[config.mk]
export PLATFORM = sky130hd
export DESIGN_NAME = ctaphid_message_fragmenter
export DESIGN_NICKNAME = d
export VERILOG_FILES = /design/src/rtl/ctmf_pkg.sv /design/src/rtl/ctmf_front.sv /design/src/rtl/ctmf_queue.sv /design/src/rtl/ctmf_back.sv /design/src/rtl/ctaphid_message_fragmenter.sv
export SDC_FILE = /design/constraint.sdc
export NUM_CORES = 1
export LEC_CHECK = 0
export CAP_MARGIN = 5
export CORE_MARGIN = 3
export CORE_UTILIZATION = 25
export CTS_BUF_LIST = sky130_fd_sc_hd__clkbuf_4
export CTS_CLUSTER_DIAMETER = 60
export DETAILED_ROUTE_END_ITERATION = 6
export DONT_BUFFER_PORTS = 1
export PLACE_DENSITY = 0.48
export SLEW_MARGIN = 10
export SYNTH_ARGS = -nofsm -noshare
export SYNTH_HDL_FRONTEND = slang
export SYNTH_SLANG_ARGS = --single-unit
export TNS_END_PERCENT = 1
[constraint.sdc]
create_clock -name clk -period 10.94 [get_ports clk]
set_input_delay 1.641 -clock clk [delete_from_list [all_inputs] [get_ports clk]]
set_output_delay 1.641 -clock clk [all_outputs]
set_load 0.05 [all_outputs]
[src/rtl/ctmf_pkg.sv]
// ctmf_pkg: shared constants, codes and the job descriptor of the ctaphid fragmenter
// used by the front, queue, back and top modules; depends on nothing
package ctmf_pkg;

	// packet geometry
	localparam int PACKET_BYTES = 64;
	localparam int INIT_HDR     = 7;
	localparam int CONT_HDR     = 5;
	localparam int INIT_DATA    = PACKET_BYTES - INIT_HDR;
	localparam int MAX_LEN      = 7609;

	// field widths
	localparam int LEN_W  = 13;
	localparam int POS_W  = $clog2(PACKET_BYTES + 1);
	localparam int BPOS_W = $clog2(PACKET_BYTES);
	localparam int SEQ_W  = 7;
	localparam int IDX_W  = 3;

	// header byte indexes
	localparam logic [IDX_W-1:0] HDR_LAST_INIT = IDX_W'(INIT_HDR - 1);
	localparam logic [IDX_W-1:0] HDR_LAST_CONT = IDX_W'(CONT_HDR - 1);
	localparam logic [BPOS_W-1:0] POS_LAST     = BPOS_W'(PACKET_BYTES - 1);

	// job queue depth
	localparam int QUEUE_DEPTH = 2;

	// request codes on the command field
	typedef enum logic {
		CMD_START = 1'b0,
		CMD_DATA  = 1'b1
	} cmd_t;

	// back end sequencer phases
	typedef enum logic [1:0] {
		PH_IDLE,
		PH_HDR,
		PH_DATA,
		PH_PAD
	} phase_t;

	// one unit of work for the back end
	typedef struct packed {
		logic                is_start;
		logic [31:0]         channel;
		logic [7:0]          value;
		logic [LEN_W-1:0]    length;
		logic [SEQ_W-1:0]    seq;
		logic                cont_hdr;
		logic                pad;
		logic [BPOS_W-1:0]   start_pos;
	} job_t;

endpackage

[src/rtl/ctmf_front.sv]
// ctmf_front: accepts requests, tracks message state and turns each start request
// and each in-length payload byte of an open message into a job; depends on ctmf_pkg
module ctmf_front (
	input  logic               clk,
	input  logic               arst_n,
	input  logic               in_valid,
	output logic               in_ready,
	input  logic               command,
	input  logic [31:0]        channel_id,
	input  logic [7:0]         message_command,
	input  logic [12:0]        message_length,
	input  logic               single_packet,
	input  logic [7:0]         data_byte,
	input  logic               full,
	output logic               push,
	output ctmf_pkg::job_t     job
);
	import ctmf_pkg::*;

	logic              active_q;
	logic [LEN_W-1:0]  limit_q;
	logic [LEN_W-1:0]  taken_q;
	logic [POS_W-1:0]  pos_q;
	logic [SEQ_W-1:0]  seq_q;
	logic [31:0]       channel_q;

	logic              acc;
	logic              is_start;
	logic [LEN_W-1:0]  len_sat;
	logic [LEN_W-1:0]  start_limit;
	logic [LEN_W-1:0]  taken_inc;
	logic              take_ok;
	logic              need_hdr;
	logic              data_final;
	logic [POS_W-1:0]  pos_base;
	logic [POS_W-1:0]  pos_after;

	assign in_ready = !full;
	assign acc      = in_valid && in_ready;
	assign is_start = (command == CMD_START);

	// classify the request
	always_comb begin
		len_sat     = (message_length > LEN_W'(MAX_LEN)) ? LEN_W'(MAX_LEN) : message_length;
		start_limit = (single_packet && (len_sat > LEN_W'(INIT_DATA))) ?
		              LEN_W'(INIT_DATA) : len_sat;
		taken_inc   = taken_q + LEN_W'(1);
		take_ok     = active_q && (taken_q < limit_q);
		need_hdr    = (pos_q == POS_W'(PACKET_BYTES));
		data_final  = (taken_inc >= limit_q);
		pos_base    = need_hdr ? POS_W'(CONT_HDR) : pos_q;
		pos_after   = pos_base + POS_W'(1);
	end

	// job descriptor
	always_comb begin
		job.is_start  = is_start;
		job.channel   = is_start ? channel_id : channel_q;
		job.value     = is_start ? message_command : data_byte;
		job.length    = len_sat;
		job.seq       = seq_q;
		job.cont_hdr  = !is_start && need_hdr;
		job.pad       = is_start ? (start_limit == '0) : data_final;
		job.start_pos = (is_start || need_hdr) ? '0 : pos_q[BPOS_W-1:0];
	end

	assign push = acc && (is_start || take_ok);

	// message state
	always_ff @(posedge clk or negedge arst_n) begin
		if (!arst_n) begin
			active_q <= 1'b0;
			limit_q  <= '0;
			taken_q  <= '0;
			pos_q    <= '0;
			seq_q    <= '0;
		end else if (acc) begin
			if (is_start) begin
				limit_q  <= start_limit;
				taken_q  <= '0;
				seq_q    <= '0;
				active_q <= (start_limit != '0);
				pos_q    <= (start_limit == '0) ? POS_W'(PACKET_BYTES) : POS_W'(INIT_HDR);
			end else if (take_ok) begin
				taken_q <= taken_inc;
				if (need_hdr) begin
					seq_q <= seq_q + SEQ_W'(1);
				end
				if (data_final) begin
					active_q <= 1'b0;
					pos_q    <= POS_W'(PACKET_BYTES);
				end else begin
					pos_q <= pos_after;
				end
			end
		end
	end

	// held channel for continuation headers
	always_ff @(posedge clk) begin
		if (acc && is_start) begin
			channel_q <= channel_id;
		end
	end

endmodule

[src/rtl/ctmf_queue.sv]
// ctmf_queue: short job queue between the front and the back end
// depends on ctmf_pkg
module ctmf_queue (
	input  logic           clk,
	input  logic           arst_n,
	input  logic           push,
	input  ctmf_pkg::job_t job_in,
	input  logic           pop,
	output ctmf_pkg::job_t job_out,
	output logic           full,
	output logic           empty
);
	import ctmf_pkg::*;

	localparam int PTR_W = $clog2(QUEUE_DEPTH);
	localparam int CNT_W = $clog2(QUEUE_DEPTH + 1);

	job_t             slots_q [QUEUE_DEPTH];
	logic [PTR_W-1:0] wr_ptr_q;
	logic [PTR_W-1:0] rd_ptr_q;
	logic [CNT_W-1:0] count_q;

	assign full    = (count_q == CNT_W'(QUEUE_DEPTH));
	assign empty   = (count_q == '0);
	assign job_out = slots_q[rd_ptr_q];

	// storage
	always_ff @(posedge clk) begin
		if (push) begin
			slots_q[wr_ptr_q] <= job_in;
		end
	end

	// pointers and fill count
	always_ff @(posedge clk or negedge arst_n) begin
		if (!arst_n) begin
			wr_ptr_q <= '0;
			rd_ptr_q <= '0;
			count_q  <= '0;
		end else begin
			if (push) begin
				wr_ptr_q <= (wr_ptr_q == PTR_W'(QUEUE_DEPTH - 1)) ? '0 : wr_ptr_q + PTR_W'(1);
			end
			if (pop) begin
				rd_ptr_q <= (rd_ptr_q == PTR_W'(QUEUE_DEPTH - 1)) ? '0 : rd_ptr_q + PTR_W'(1);
			end
			unique case ({push, pop})
				2'b10:   count_q <= count_q + CNT_W'(1);
				2'b01:   count_q <= count_q - CNT_W'(1);
				default: count_q <= count_q;
			endcase
		end
	end

endmodule

[src/rtl/ctmf_back.sv]
// ctmf_back: byte sequencer that plays out queued jobs into the packet stream
// depends on ctmf_pkg
module ctmf_back (
	input  logic           clk,
	input  logic           arst_n,
	input  ctmf_pkg::job_t head,
	input  logic           empty,
	output logic           pop,
	output logic           out_valid,
	input  logic           out_ready,
	output logic [7:0]     packet_byte,
	output logic           packet_end,
	output logic           message_end,
	output logic           run_last
);
	import ctmf_pkg::*;

	phase_t             state_q;
	logic [IDX_W-1:0]   idx_q;
	logic [BPOS_W-1:0]  pos_q;

	logic               out_valid_q;
	logic [7:0]         byte_q;
	logic               pend_q;
	logic               mend_q;
	logic               rlast_q;

	phase_t             cur_phase;
	logic [IDX_W-1:0]   cur_idx;
	logic [BPOS_W-1:0]  cur_pos;
	phase_t             nxt_phase;
	logic               done;
	logic               work;
	logic               adv;
	logic [7:0]         cur_byte;
	logic               msg_last;
	logic               cur_pend;

	// where the current byte stands, a fresh job starts from the queue head
	always_comb begin
		if (state_q == PH_IDLE) begin
			cur_phase = (head.is_start || head.cont_hdr) ? PH_HDR : PH_DATA;
			cur_idx   = '0;
			cur_pos   = head.start_pos;
		end else begin
			cur_phase = state_q;
			cur_idx   = idx_q;
			cur_pos   = pos_q;
		end
	end

	assign work     = (state_q != PH_IDLE) || !empty;
	assign adv      = work && (!out_valid_q || out_ready);
	assign pop      = adv && done;
	assign cur_pend = (cur_pos == POS_LAST);

	// next state
	always_comb begin
		nxt_phase = PH_IDLE;
		done      = 1'b0;
		unique case (cur_phase)
			PH_HDR: begin
				if (head.is_start) begin
					if (cur_idx == HDR_LAST_INIT) begin
						nxt_phase = head.pad ? PH_PAD : PH_IDLE;
						done      = !head.pad;
					end else begin
						nxt_phase = PH_HDR;
					end
				end else begin
					nxt_phase = (cur_idx == HDR_LAST_CONT) ? PH_DATA : PH_HDR;
				end
			end
			PH_DATA: begin
				if (head.pad && !cur_pend) begin
					nxt_phase = PH_PAD;
				end else begin
					done = 1'b1;
				end
			end
			PH_PAD: begin
				if (cur_pend) begin
					done = 1'b1;
				end else begin
					nxt_phase = PH_PAD;
				end
			end
			PH_IDLE: begin
				nxt_phase = PH_IDLE;
			end
		endcase
	end

	// byte selection
	always_comb begin
		cur_byte = 8'h00;
		msg_last = 1'b0;
		unique case (cur_phase)
			PH_HDR: begin
				unique case (cur_idx)
					3'd0:    cur_byte = head.channel[31:24];
					3'd1:    cur_byte = head.channel[23:16];
					3'd2:    cur_byte = head.channel[15:8];
					3'd3:    cur_byte = head.channel[7:0];
					3'd4:    cur_byte = head.is_start ? head.value : {1'b0, head.seq};
					3'd5:    cur_byte = {3'b000, head.length[12:8]};
					3'd6:    cur_byte = head.length[7:0];
					default: cur_byte = 8'h00;
				endcase
			end
			PH_DATA: begin
				cur_byte = head.value;
				msg_last = head.pad;
			end
			PH_PAD: begin
				msg_last = 1'b1;
			end
			PH_IDLE: begin
				cur_byte = 8'h00;
			end
		endcase
	end

	// sequencer registers
	always_ff @(posedge clk or negedge arst_n) begin
		if (!arst_n) begin
			state_q <= PH_IDLE;
			idx_q   <= '0;
			pos_q   <= '0;
		end else if (adv) begin
			state_q <= nxt_phase;
			idx_q   <= cur_idx + IDX_W'(1);
			pos_q   <= cur_pos + BPOS_W'(1);
		end
	end

	// output register valid
	always_ff @(posedge clk or negedge arst_n) begin
		if (!arst_n) begin
			out_valid_q <= 1'b0;
		end else if (adv) begin
			out_valid_q <= 1'b1;
		end else if (out_ready) begin
			out_valid_q <= 1'b0;
		end
	end

	// output register payload
	always_ff @(posedge clk) begin
		if (adv) begin
			byte_q  <= cur_byte;
			pend_q  <= cur_pend;
			mend_q  <= cur_pend && msg_last;
			rlast_q <= done;
		end
	end

	assign out_valid   = out_valid_q;
	assign packet_byte = byte_q;
	assign packet_end  = pend_q;
	assign message_end = mend_q;
	assign run_last    = rlast_q;

endmodule

[src/rtl/ctaphid_message_fragmenter.sv]
// ctaphid_message_fragmenter: top level of the ctaphid message fragmenter
// depends on ctmf_pkg, ctmf_front, ctmf_queue and ctmf_back
//
// A start request opens a message and yields the 7-byte init header (channel id
// big-endian, command, 13-bit length as two bytes); each payload byte request yields
// that byte, preceded by a 5-byte continuation header (channel id, sequence from 0)
// when it opens a new packet, and the last payload byte is followed by zero padding
// up to 64 bytes. The front takes one request per cycle while its two-entry job queue
// has room; the back sequencer emits one stream byte per cycle unless stalled, so a
// plain payload byte yields one byte, a byte that opens a continuation packet six, a
// start request seven; an empty start adds 57 padding bytes and a closing byte up to
// 58. Payload requests with no open message, or beyond the length, are taken and
// produce nothing. A start while a message is open abandons it mid-packet.
module ctaphid_message_fragmenter (
	input  logic        clk,
	input  logic        arst_n,
	input  logic        in_valid,
	output logic        in_ready,
	input  logic        command,
	input  logic [31:0] channel_id,
	input  logic [7:0]  message_command,
	input  logic [12:0] message_length,
	input  logic        single_packet,
	input  logic [7:0]  data_byte,
	output logic        out_valid,
	input  logic        out_ready,
	output logic [7:0]  packet_byte,
	output logic        packet_end,
	output logic        message_end,
	output logic        run_last
);
	import ctmf_pkg::*;

	job_t job_in;
	job_t job_head;
	logic push;
	logic pop;
	logic full;
	logic empty;

	// request intake and classification
	ctmf_front u_front (
		.clk             (clk),
		.arst_n          (arst_n),
		.in_valid        (in_valid),
		.in_ready        (in_ready),
		.command         (command),
		.channel_id      (channel_id),
		.message_command (message_command),
		.message_length  (message_length),
		.single_packet   (single_packet),
		.data_byte       (data_byte),
		.full            (full),
		.push            (push),
		.job             (job_in)
	);

	// job queue
	ctmf_queue u_queue (
		.clk     (clk),
		.arst_n  (arst_n),
		.push    (push),
		.job_in  (job_in),
		.pop     (pop),
		.job_out (job_head),
		.full    (full),
		.empty   (empty)
	);

	// byte stream sequencer
	ctmf_back u_back (
		.clk         (clk),
		.arst_n      (arst_n),
		.head        (job_head),
		.empty       (empty),
		.pop         (pop),
		.out_valid   (out_valid),
		.out_ready   (out_ready),
		.packet_byte (packet_byte),
		.packet_end  (packet_end),
		.message_end (message_end),
		.run_last    (run_last)
	);

endmodule

==> flow_summary.html, run 1 <==
<table>
<tr><th>Metric</th><th>Value</th></tr>
<tr><th colspan="2">Outcome</th></tr>
<tr><td>Outcome</td><td>complete, no violations</td></tr>
<tr><th colspan="2">STA</th></tr>
<tr><td>Final-layout setup total negative slack</td><td>0 ns</td></tr>
<tr><td>Time the worst path needs with I/O delays and setup</td><td>3.86 ns</td></tr>
<tr><td>Peak clock frequency supported by timing</td><td>around 260 MHz</td></tr>
<tr><td>Max Transition Viols Final</td><td>0</td></tr>
<tr><td>Setup violations, final</td><td>0</td></tr>
<tr><td>Hold Vio Cnt, Final</td><td>0</td></tr>
<tr><td>Final worst clock skew</td><td>between 0.03 and 0.04 ns</td></tr>
<tr><td>RSZ-0062 raised after global routing</td><td>false</td></tr>
<tr><td>Worst relative slew slack</td><td>31.2%</td></tr>
<tr><td>Portion of the clock cycle consumed by the worst path in the final layout</td><td>35.2%</td></tr>
<tr><td>Worst Max-Slew Pin Slew</td><td>slightly above 1 ns</td></tr>
<tr><th colspan="2">Clocking</th></tr>
<tr><td>Number of cells upsized or downsized after cts</td><td>0</td></tr>
<tr><td>Clock Latency Late Sink</td><td>between 0.6 and 0.7 ns</td></tr>
<tr><td>CTS tree</td><td>built</td></tr>
<tr><td>Number of buffers added for setup after CTS</td><td>0</td></tr>
<tr><td>Number of buffers between clock root and the deepest sink</td><td>3</td></tr>
<tr><td>CTS clk-pin slew, worst paths</td><td>0.06 ns</td></tr>
<tr><td>CTS Root Buffer Type</td><td>sky130_fd_sc_hd__clkbuf_4</td></tr>
<tr><td>Number of buffers inserted during clock tree synthesis</td><td>70</td></tr>
<tr><td>Sink count of the clock tree</td><td>~240</td></tr>
<tr><td>Depth of the CTS H-tree</td><td>3</td></tr>
<tr><td>Hold buffer count at cts</td><td>0</td></tr>
<tr><th colspan="2">Critical path</th></tr>
<tr><td>Start-to-end type of the worst setup path</td><td>input pin to flip-flop</td></tr>
<tr><td>Worst-path fanout max</td><td>approximately 60</td></tr>
<tr><td>Critical path arrival</td><td>4.11 ns</td></tr>
<tr><td>Reg-to-reg setup timing slack</td><td>between 7 and 8 ns</td></tr>
<tr><td>CP Capture Type</td><td>flip-flop</td></tr>
<tr><td>Required time at the endpoint of the critical path</td><td>about 11 ns</td></tr>
<tr><td>Nature of the critical path startpoint</td><td>input pin</td></tr>
<tr><th colspan="2">Route</th></tr>
<tr><td>DRC errors left</td><td>0</td></tr>
<tr><td>DR iter-0 viols</td><td>between 300 and 400</td></tr>
<tr><td>Final antenna-violating net count</td><td>0</td></tr>
<tr><td>Pre-antenna DRT Iters</td><td>5</td></tr>
<tr><td>Post-Route WL</td><td>26.2 mm</td></tr>
<tr><td>Total via count in the routed design</td><td>6697</td></tr>
<tr><td>Routed wire length per instance</td><td>about 18 um</td></tr>
<tr><td>Vias per std cell</td><td>around 4.5</td></tr>
<tr><th colspan="2">GRT</th></tr>
<tr><td>GRT Resource Usage Total</td><td>11.2%</td></tr>
<tr><td>Number of global-route vias before repair</td><td>about 7k</td></tr>
<tr><td>Global-route wire length before repair</td><td>40.5 mm</td></tr>
<tr><td>Pin count of the biggest net entering global routing</td><td>71</td></tr>
<tr><td>Antenna violations before repair</td><td>2</td></tr>
<tr><td>Total congestion overflow after global routing</td><td>0</td></tr>
<tr><th colspan="2">Yosys</th></tr>
<tr><td>Number of warnings printed during yosys synthesis</td><td>0</td></tr>
<tr><td>Nets in the synthesized netlist</td><td>~900</td></tr>
<tr><td>Total standard cell area after synthesis</td><td>between 10000 and 15000 um^2</td></tr>
<tr><td>Synthesized area divided by synthesized cell count</td><td>roughly 14 um^2</td></tr>
<tr><td>Share of synthesized flip-flops with an asynchronous set or reset</td><td>between 20% and 30%</td></tr>
<tr><td>Share of synthesized area occupied by flip-flops and latches</td><td>62.5%</td></tr>
<tr><td>Primary FF master, synth</td><td>sky130_fd_sc_hd__edfxtp_1</td></tr>
<tr><td>Number of enable flip-flop cells after synthesis</td><td>about 180</td></tr>
<tr><td>Number of register bits inferred by synthesis</td><td>about 240</td></tr>
<tr><td>Count of distinct cell types in the synthesized netlist</td><td>between 70 and 80</td></tr>
<tr><td>Cells after Synth</td><td>800</td></tr>
<tr><th colspan="2">Floorplanning</th></tr>
<tr><td>Die width</td><td>216 um</td></tr>
<tr><td>IO Count</td><td>80</td></tr>
<tr><td>Effective utilization at floorplan</td><td>25.4%</td></tr>
<tr><td>Standard cell core area</td><td>roughly 43000 um^2</td></tr>
<tr><td>Cell Rows</td><td>76</td></tr>
<tr><td>Die outline height</td><td>roughly 220 um</td></tr>
<tr><td>Area enclosed by the die boundary</td><td>46400 um^2</td></tr>
<tr><th colspan="2">Final layout</th></tr>
<tr><td>Area overhead of the layout relative to synthesis</td><td>13.4%</td></tr>
<tr><td>Fraction of final layout cells with drive strength greater than 1</td><td>23.6%</td></tr>
<tr><td>Post-layout instance area</td><td>12400 um^2</td></tr>
<tr><td>Layout Nets</td><td>between 900 and 1k</td></tr>
<tr><th colspan="2">Pwr</th></tr>
<tr><td>Final Total Pwr</td><td>roughly 3.1 mW</td></tr>
<tr><td>Power density relative to cell area</td><td>253 nW/um^2</td></tr>
<tr><td>Maximum ir drop on the vdd rail</td><td>about 0.10 mV</td></tr>
<tr><td>Leakage power</td><td>~4.5 nW</td></tr>
<tr><th colspan="2">Placed design</th></tr>
<tr><td>Weighted congestion at the end of routability-driven global placement</td><td>0.761</td></tr>
<tr><td>Detail Placement HPWL</td><td>roughly 18 mm</td></tr>
<tr><td>Number of I/O port buffers</td><td>0</td></tr>
<tr><td>Placement-stage cell area</td><td>about 12000 um^2</td></tr>
<tr><th colspan="2">Worst hold path</th></tr>
<tr><td>Hold WC Path Type</td><td>flip-flop to flip-flop</td></tr>
<tr><th colspan="2">Flow run</th></tr>
<tr><td>Max-capacitance violation count</td><td>0</td></tr>
</table>
per-stage QoR:
| step | worst slack, ns | hold slack, ns | cells | utilization, % |
|---|---|---|---|---|
| finish | 7.08 | 0.497 | 1479 | 28.8 |
| floorplan | 5.11 | 0.451 | 800 | - |
| global route | 6.90 | 0.512 | 1479 | 28.8 |
| global placement | 6.53 | 0.474 | 1353 | 26.8 |
| CTS | 7.16 | 0.501 | 1478 | 28.8 |
| detailed placement | 6.43 | 0.484 | 1353 | 26.8 |
layout by cell type, fill, tap and decap left out, drive strengths merged, types with 5 or more instances in the layout:
cell and instances:
edfxtp 181, clkbuf 101, dfrtp 57, mux2 50, nor2 48, a21oi 42
nand2 36, inv 36, ha 35, o21ai 34, mux2i 31, nand3 24
clkinv 19, o22ai 14, a211oi 12, and2 11, xnor2 10, a22oi 9
nor2b 9, xor2 9, or3 9, and3 9, a22o 8, a221oi 8
mux4 7, o21a 7, nand3b 7, or2 7, a21o 7, a222oi 5
per-layer routing:
metal  vias up  routed length, um  GRT usage [%]
met3        36               1890           3.53
met2       187              11700           17.2
li1       3188                  -              -
met1      3286              12200           15.1
met5         -                  0              0
met4         0                404           3.92
synth_stat cells (all sizes together) (12+ instances only):
| cell | count | area [um^2] |
|---|---|---|
| dfrtp | 57 | 1430 |
| mux2i | 31 | 310 |
| inv | 31 | 116 |
| edfxtp | 181 | 5440 |
| o22ai | 14 | 87.6 |
| nand3 | 24 | 138 |
| nand2 | 36 | 135 |
| nor2 | 48 | 195 |
| clkbuf | 22 | 82.6 |
| ha | 35 | 438 |
| a211oi | 12 | 95.1 |
| mux2 | 50 | 563 |
| buf | 14 | 91.3 |
| o21ai | 34 | 170 |
| a21oi | 42 | 218 |
cell type report:
type                    count  area, um^2
fillers                  4488       30700
flip-flops and latches    238        6860
multi-input cells         494        3840
clock buffers             101         758
well taps                 585         732
inverters                  32         120
clock inverters            24         104
repair buffers              4        30.0
diodes                      1        2.50
where the power goes:
| part | internal (mW) | total [mW] | switching, mW |
|---|---|---|---|
| Combinational | 0.345 | 0.920 | 0.575 |
| Sequential | 1.25 | 1.42 | 0.167 |
| Clock | 0.427 | 0.806 | 0.379 |
| Total | 2.02 | 3.15 | 1.12 |
worst max-delay path, stage by stage:
cell	delay (ns)
sky130_fd_sc_hd__clkinv_1	0.20
sky130_fd_sc_hd__nand3_1	0.41
sky130_fd_sc_hd__inv_2	0.17
sky130_fd_sc_hd__a21o_2	0.27
sky130_fd_sc_hd__inv_2	0.27
sky130_fd_sc_hd__nor2_4	0.31
sky130_fd_sc_hd__buf_4	0.70
registers in the layout (all words and copies together) (netlist names), 3 cells and up:
signal and cells:
u_front.pos_q 7, u_queue.slots_q 138, u_back.pos_q 6, u_front.limit_q 13, u_back.packet_byte 8, u_back.idx_q 3
u_front.channel_q 32, u_front.taken_q 13, u_front.seq_q 7
worst paths after layout:
path / startpoint / end / cells after the start
worst min-delay path: u_queue.count_q[1] / u_queue.count_q[1] / 1
worst max register to register: u_front.taken_q[0] / u_front.pos_q[6] / 13
min in group asynchronous: arst_n / u_front.limit_q[7] / 0
worst max-delay path: command / u_queue.slots_q[0][17] / 7
max in group asynchronous: arst_n / u_queue.count_q[0] / 0
worst min register to register: u_queue.count_q[1] / u_queue.count_q[1] / 1
kinds of logic after synthesis:
family	Yosys count	synth area share [%]
mux	88	9.40
flops	238	62.5
xor+xnor	19	1.52
buf+inv	68	2.68
fa+ha+maj	35	3.99
simple gates	184	9.35
compound gates	168	10.5
No activity file was read; power rests on OpenSTA's default activity.
==> inputs of run 2 (changes only) <==
--- a/config.mk
+++ b/config.mk
@@ -12,7 +12,7 @@
 export CTS_CLUSTER_DIAMETER = 60
 export DETAILED_ROUTE_END_ITERATION = 6
 export DONT_BUFFER_PORTS = 1
-export PLACE_DENSITY = 0.48
+export PLACE_DENSITY = 0.5
 export SLEW_MARGIN = 10
 export SYNTH_ARGS = -nofsm -noshare
 export SYNTH_HDL_FRONTEND = slang
==> constraint.sdc (replaced) <==
create_clock -name clk -period 3.5 [get_ports clk]
set_input_delay 0.525 -clock clk [delete_from_list [all_inputs] [get_ports clk]]
set_output_delay 0.525 -clock clk [all_outputs]
set_load 0.05 [all_outputs]
==> run 2 against run 1 <==
  * Flip-flop and latch count unchanged
  * Count of clock-buffer cells in the layout grew 7
  * Die area did not move
  * Critical path depth up 7
  * Non-clock buffer count grew 62
  * Clock skew increased by 0.025 ns
  * Register-to-register slack got worse by 7.0 ns
  * Sequential share of layout area shrank 3.0 points
  * Sequential power grew to 3.1 times the previous value
  * Final area rose by 5.8%
  * Highest routed layer unchanged
==> flow_summary.html, run 2 (synthesis gave the netlist of run 1 again) <==
<table>
<tr><th>Metric</th><th>Value</th></tr>
<tr><th colspan="2">Outcome</th></tr>
<tr><td>Outcome</td><td>complete, no violations</td></tr>
<tr><th colspan="2">Critical path</th></tr>
<tr><td>Required time at the endpoint of the critical path</td><td>4.06 ns (-7.13 ns)</td></tr>
<tr><td>Critical path arrival</td><td>3.88 ns (-0.23 ns)</td></tr>
<tr><td>Sequence of cells on the critical path</td><td>ha_4, and3_4, and3_4, and3_4, nand3_4, or3_4, xnor2_1, ha_1, o211ai_1, a31oi_2, a2111oi_4, buf_4, nand2_1, a221oi_2</td></tr>
<tr><td>Nature of the critical path startpoint</td><td>flip-flop</td></tr>
<tr><td>CP max stage cell</td><td>sky130_fd_sc_hd__dfrtp_2</td></tr>
<tr><td>Total buffers and inverters traversed by the critical path</td><td>1 (-3)</td></tr>
<tr><td>CP delay by family, top</td><td>simple AND/OR/NAND/NOR gates</td></tr>
<tr><td>Worst-path fanout max</td><td>8 (-87%)</td></tr>
<tr><td>Start-to-end type of the worst setup path</td><td>flip-flop to flip-flop</td></tr>
<tr><td>CP Capture Type</td><td>flip-flop</td></tr>
<tr><td>Delay of the slowest critical-path stage</td><td>0.41 ns (-0.29 ns)</td></tr>
<tr><td>Critical path's most frequent cell</td><td>sky130_fd_sc_hd__and3_4</td></tr>
<tr><th colspan="2">Pwr</th></tr>
<tr><td>Power density relative to cell area</td><td>776 nW/um^2 (+210%)</td></tr>
<tr><td>Final Total Pwr</td><td>10.2 mW (+220%)</td></tr>
<tr><td>Pint</td><td>6.58 mW (+230%)</td></tr>
<tr><td>Switching component of the power</td><td>3.64 mW (+220%)</td></tr>
<tr><td>Combinational share of power</td><td>31.0% (+1.8 points)</td></tr>
<tr><td>Part of the power in the clock network</td><td>25.7% (about the same)</td></tr>
<tr><td>Fraction of power consumed by sequential logic</td><td>43.3% (-1.8 points)</td></tr>
<tr><td>Maximum ir drop on the vdd rail</td><td>0.328 mV (+210%)</td></tr>
<tr><td>Switching share of power</td><td>35.6% (-0.053 points)</td></tr>
<tr><td>Leakage power</td><td>4.84 nW (+6.5%)</td></tr>
<tr><th colspan="2">Clocking</th></tr>
<tr><td>Number of buffers between clock root and the deepest sink</td><td>3 (unchanged)</td></tr>
<tr><td>CTS clk-pin slew, worst paths</td><td>0.06 ns (about the same)</td></tr>
<tr><td>Sink count of the clock tree</td><td>238 (unchanged)</td></tr>
<tr><td>CTS tree</td><td>built</td></tr>
<tr><td>Depth of the CTS H-tree</td><td>3 (unchanged)</td></tr>
<tr><td>CTS Root Buffer Type</td><td>sky130_fd_sc_hd__clkbuf_4</td></tr>
<tr><td>Number of buffers inserted during clock tree synthesis</td><td>70 (unchanged)</td></tr>
<tr><td>Clock Latency Late Sink</td><td>0.70 ns (+0.04 ns)</td></tr>
<tr><th colspan="2">Placed design</th></tr>
<tr><td>Placed Cells incl. Taps</td><td>1368 (+1.1%)</td></tr>
<tr><td>Number of I/O port buffers</td><td>0 (unchanged)</td></tr>
<tr><td>Detail Placement HPWL</td><td>17.9 mm (+1.8%)</td></tr>
<tr><td>Placement-stage cell area</td><td>11700 um^2 (+1.3%)</td></tr>
<tr><td>Weighted congestion at the end of routability-driven global placement</td><td>0.743 (-2.4%)</td></tr>
<tr><th colspan="2">Final layout</th></tr>
<tr><td>Largest reg by FF count</td><td>u_queue.slots_q</td></tr>
<tr><td>Highest-count cells in the layout ignoring fill and taps</td><td>sky130_fd_sc_hd__edfxtp_1 (181), sky130_fd_sc_hd__clkbuf_4 (108), sky130_fd_sc_hd__dfrtp_1 (55)</td></tr>
<tr><td>Number of flip-flops in the largest register</td><td>138 (unchanged)</td></tr>
<tr><td>Final core area utilization</td><td>30.5% (+1.7 points)</td></tr>
<tr><td>Area overhead of the layout relative to synthesis</td><td>20.1%</td></tr>
<tr><td>Layout Nets</td><td>1004 (+6.6%)</td></tr>
<tr><td>Most common cell after layout, fill and taps aside</td><td>sky130_fd_sc_hd__edfxtp_1</td></tr>
<tr><td>Post-layout instance area</td><td>13200 um^2 (+5.8%)</td></tr>
<tr><td>Count of non-filler cells in the finished layout</td><td>1543 (+4.3%)</td></tr>
<tr><td>Fraction of final layout cells with drive strength greater than 1</td><td>25.1% (+1.5 points)</td></tr>
<tr><td>Largest registers</td><td>u_queue.slots_q (138), u_front.channel_q (32)</td></tr>
<tr><th colspan="2">Route</th></tr>
<tr><td>DR iter-0 viols</td><td>501 (+38%)</td></tr>
<tr><td>Final antenna-violating net count</td><td>0 (unchanged)</td></tr>
<tr><td>Vias per std cell</td><td>4.52 (about the same)</td></tr>
<tr><td>DRC errors left</td><td>0 (unchanged)</td></tr>
<tr><td>Post-Route WL</td><td>26.8 mm (+2.3%)</td></tr>
<tr><td>Pre-antenna DRT Iters</td><td>7 (+2)</td></tr>
<tr><td>Total via count in the routed design</td><td>6982 (+4.3%)</td></tr>
<tr><td>Routed wire length per instance</td><td>17.4 um (-2.0%)</td></tr>
<tr><th colspan="2">GRT</th></tr>
<tr><td>GRT met1 Usage</td><td>16.2% (+1.1 points)</td></tr>
<tr><td>Antenna violations before repair</td><td>1 (-1)</td></tr>
<tr><td>Met3 GRT Util</td><td>2.39% (-1.1 points)</td></tr>
<tr><td>Most Used Layer, Global Route</td><td>met2</td></tr>
<tr><td>Met2 routing resource usage after global routing</td><td>18.0% (+0.78 points)</td></tr>
<tr><td>Number of global-route vias before repair</td><td>7381 (+8.1%)</td></tr>
<tr><td>Pin count of the biggest net entering global routing</td><td>58 (-18%)</td></tr>
<tr><td>Global-route wire length before repair</td><td>42.4 mm (+4.7%)</td></tr>
<tr><td>Total congestion overflow after global routing</td><td>0 (unchanged)</td></tr>
<tr><td>GRT Resource Usage Total</td><td>11.6% (+0.35 points)</td></tr>
<tr><th colspan="2">Floorplanning</th></tr>
<tr><td>Die width</td><td>216 um (unchanged)</td></tr>
<tr><td>Effective utilization at floorplan</td><td>25.4% (unchanged)</td></tr>
<tr><td>IO Count</td><td>80 (unchanged)</td></tr>
<tr><td>Area enclosed by the die boundary</td><td>46400 um^2 (unchanged)</td></tr>
<tr><td>Die outline height</td><td>216 um (unchanged)</td></tr>
<tr><td>Cell Rows</td><td>76 (unchanged)</td></tr>
<tr><td>Standard cell core area</td><td>43200 um^2 (unchanged)</td></tr>
<tr><th colspan="2">STA</th></tr>
<tr><td>Worst Max-Slew Pin Slew</td><td>0.950 ns (-0.0824 ns)</td></tr>
<tr><td>Worst relative slew slack</td><td>36.5% (+5.4 points)</td></tr>
<tr><td>Time the worst path needs with I/O delays and setup</td><td>around 3.3 ns</td></tr>
<tr><td>Final worst clock skew</td><td>0.0641 ns (+0.0249 ns)</td></tr>
<tr><td>Setup violations, final</td><td>0 (unchanged)</td></tr>
<tr><td>Max Transition Viols Final</td><td>0 (unchanged)</td></tr>
<tr><td>Portion of the clock cycle consumed by the worst path in the final layout</td><td>between 90% and 100%</td></tr>
<tr><td>Final-layout setup total negative slack</td><td>0 ns (unchanged)</td></tr>
<tr><td>Hold Vio Cnt, Final</td><td>0 (unchanged)</td></tr>
<tr><td>Peak clock frequency supported by timing</td><td>roughly 300 MHz</td></tr>
<tr><th colspan="2">Flow run</th></tr>
<tr><td>Max-capacitance violation count</td><td>0 (unchanged)</td></tr>
<tr><th colspan="2">Worst hold path</th></tr>
<tr><td>Hold WC Path Type</td><td>input pin to flip-flop</td></tr>
</table>
run 2: area by class of cell:
class | count | area [um^2]
Multi-Input combinational cell | 494 | 3880
Clock inverter | 18 | 100
Antenna cell | 2 | 5.00
Sequential cell | 238 | 6860
Inverter | 32 | 120
Fill cell | 4418 | 30000
Tap cell | 585 | 732
Timing Repair Buffer | 66 | 663
Clock buffer | 108 | 811
run 2: power by group through the flow:
stage,Combinational (mW),Clock (mW),Sequential [mW]
floorplan,2.22,0,4.37
CTS,3.18,2.75,4.42
global placement,3.08,0,4.46
global route,3.53,2.91,4.50
detailed placement,3.10,0,4.48
finish,3.17,2.63,4.42
run 2: timing repair:
item,CTS,global route
setup endpoints to repair,0,9
hold endpoints to repair,107,0
hold buffers,45,0
resized for setup,0,9
setup buffers,0,2
run 2: path summary, 6_finish.rpt:
path,startpoint,endpoint,slack [ns],depth (start not counted)
setup / recovery,u_front.taken_q[1],u_front.pos_q[2],0.18,14
hold / removal,single_packet,u_front.limit_q[10],0.06,2
setup reg to reg,u_front.taken_q[1],u_front.pos_q[2],0.18,14
hold reg to reg,u_queue.count_q[1],u_queue.count_q[1],0.49,1
max in group asynchronous,arst_n,u_queue.rd_ptr_q,2.82,2
min in group asynchronous,arst_n,u_front.taken_q[4],0.36,2
run 2: routing by layer:
layer | share of wire (%) | vias to the layer above
met5 | 0 | -
met4 | 1.8 | 0
met3 | 5.8 | 45
met2 | 46 | 200
met1 | 47 | 3424
li1 | - | 3313
run 2: metrics by stage:
stage	worst slack (ns)	hold WS, ns
floorplan	-0.0874	0.229
global placement	0.205	0.233
detailed placement	0.126	0.232
CTS	0.0763	0.00355
global route	-0.00939	0.0181
finish	0.181	0.0613
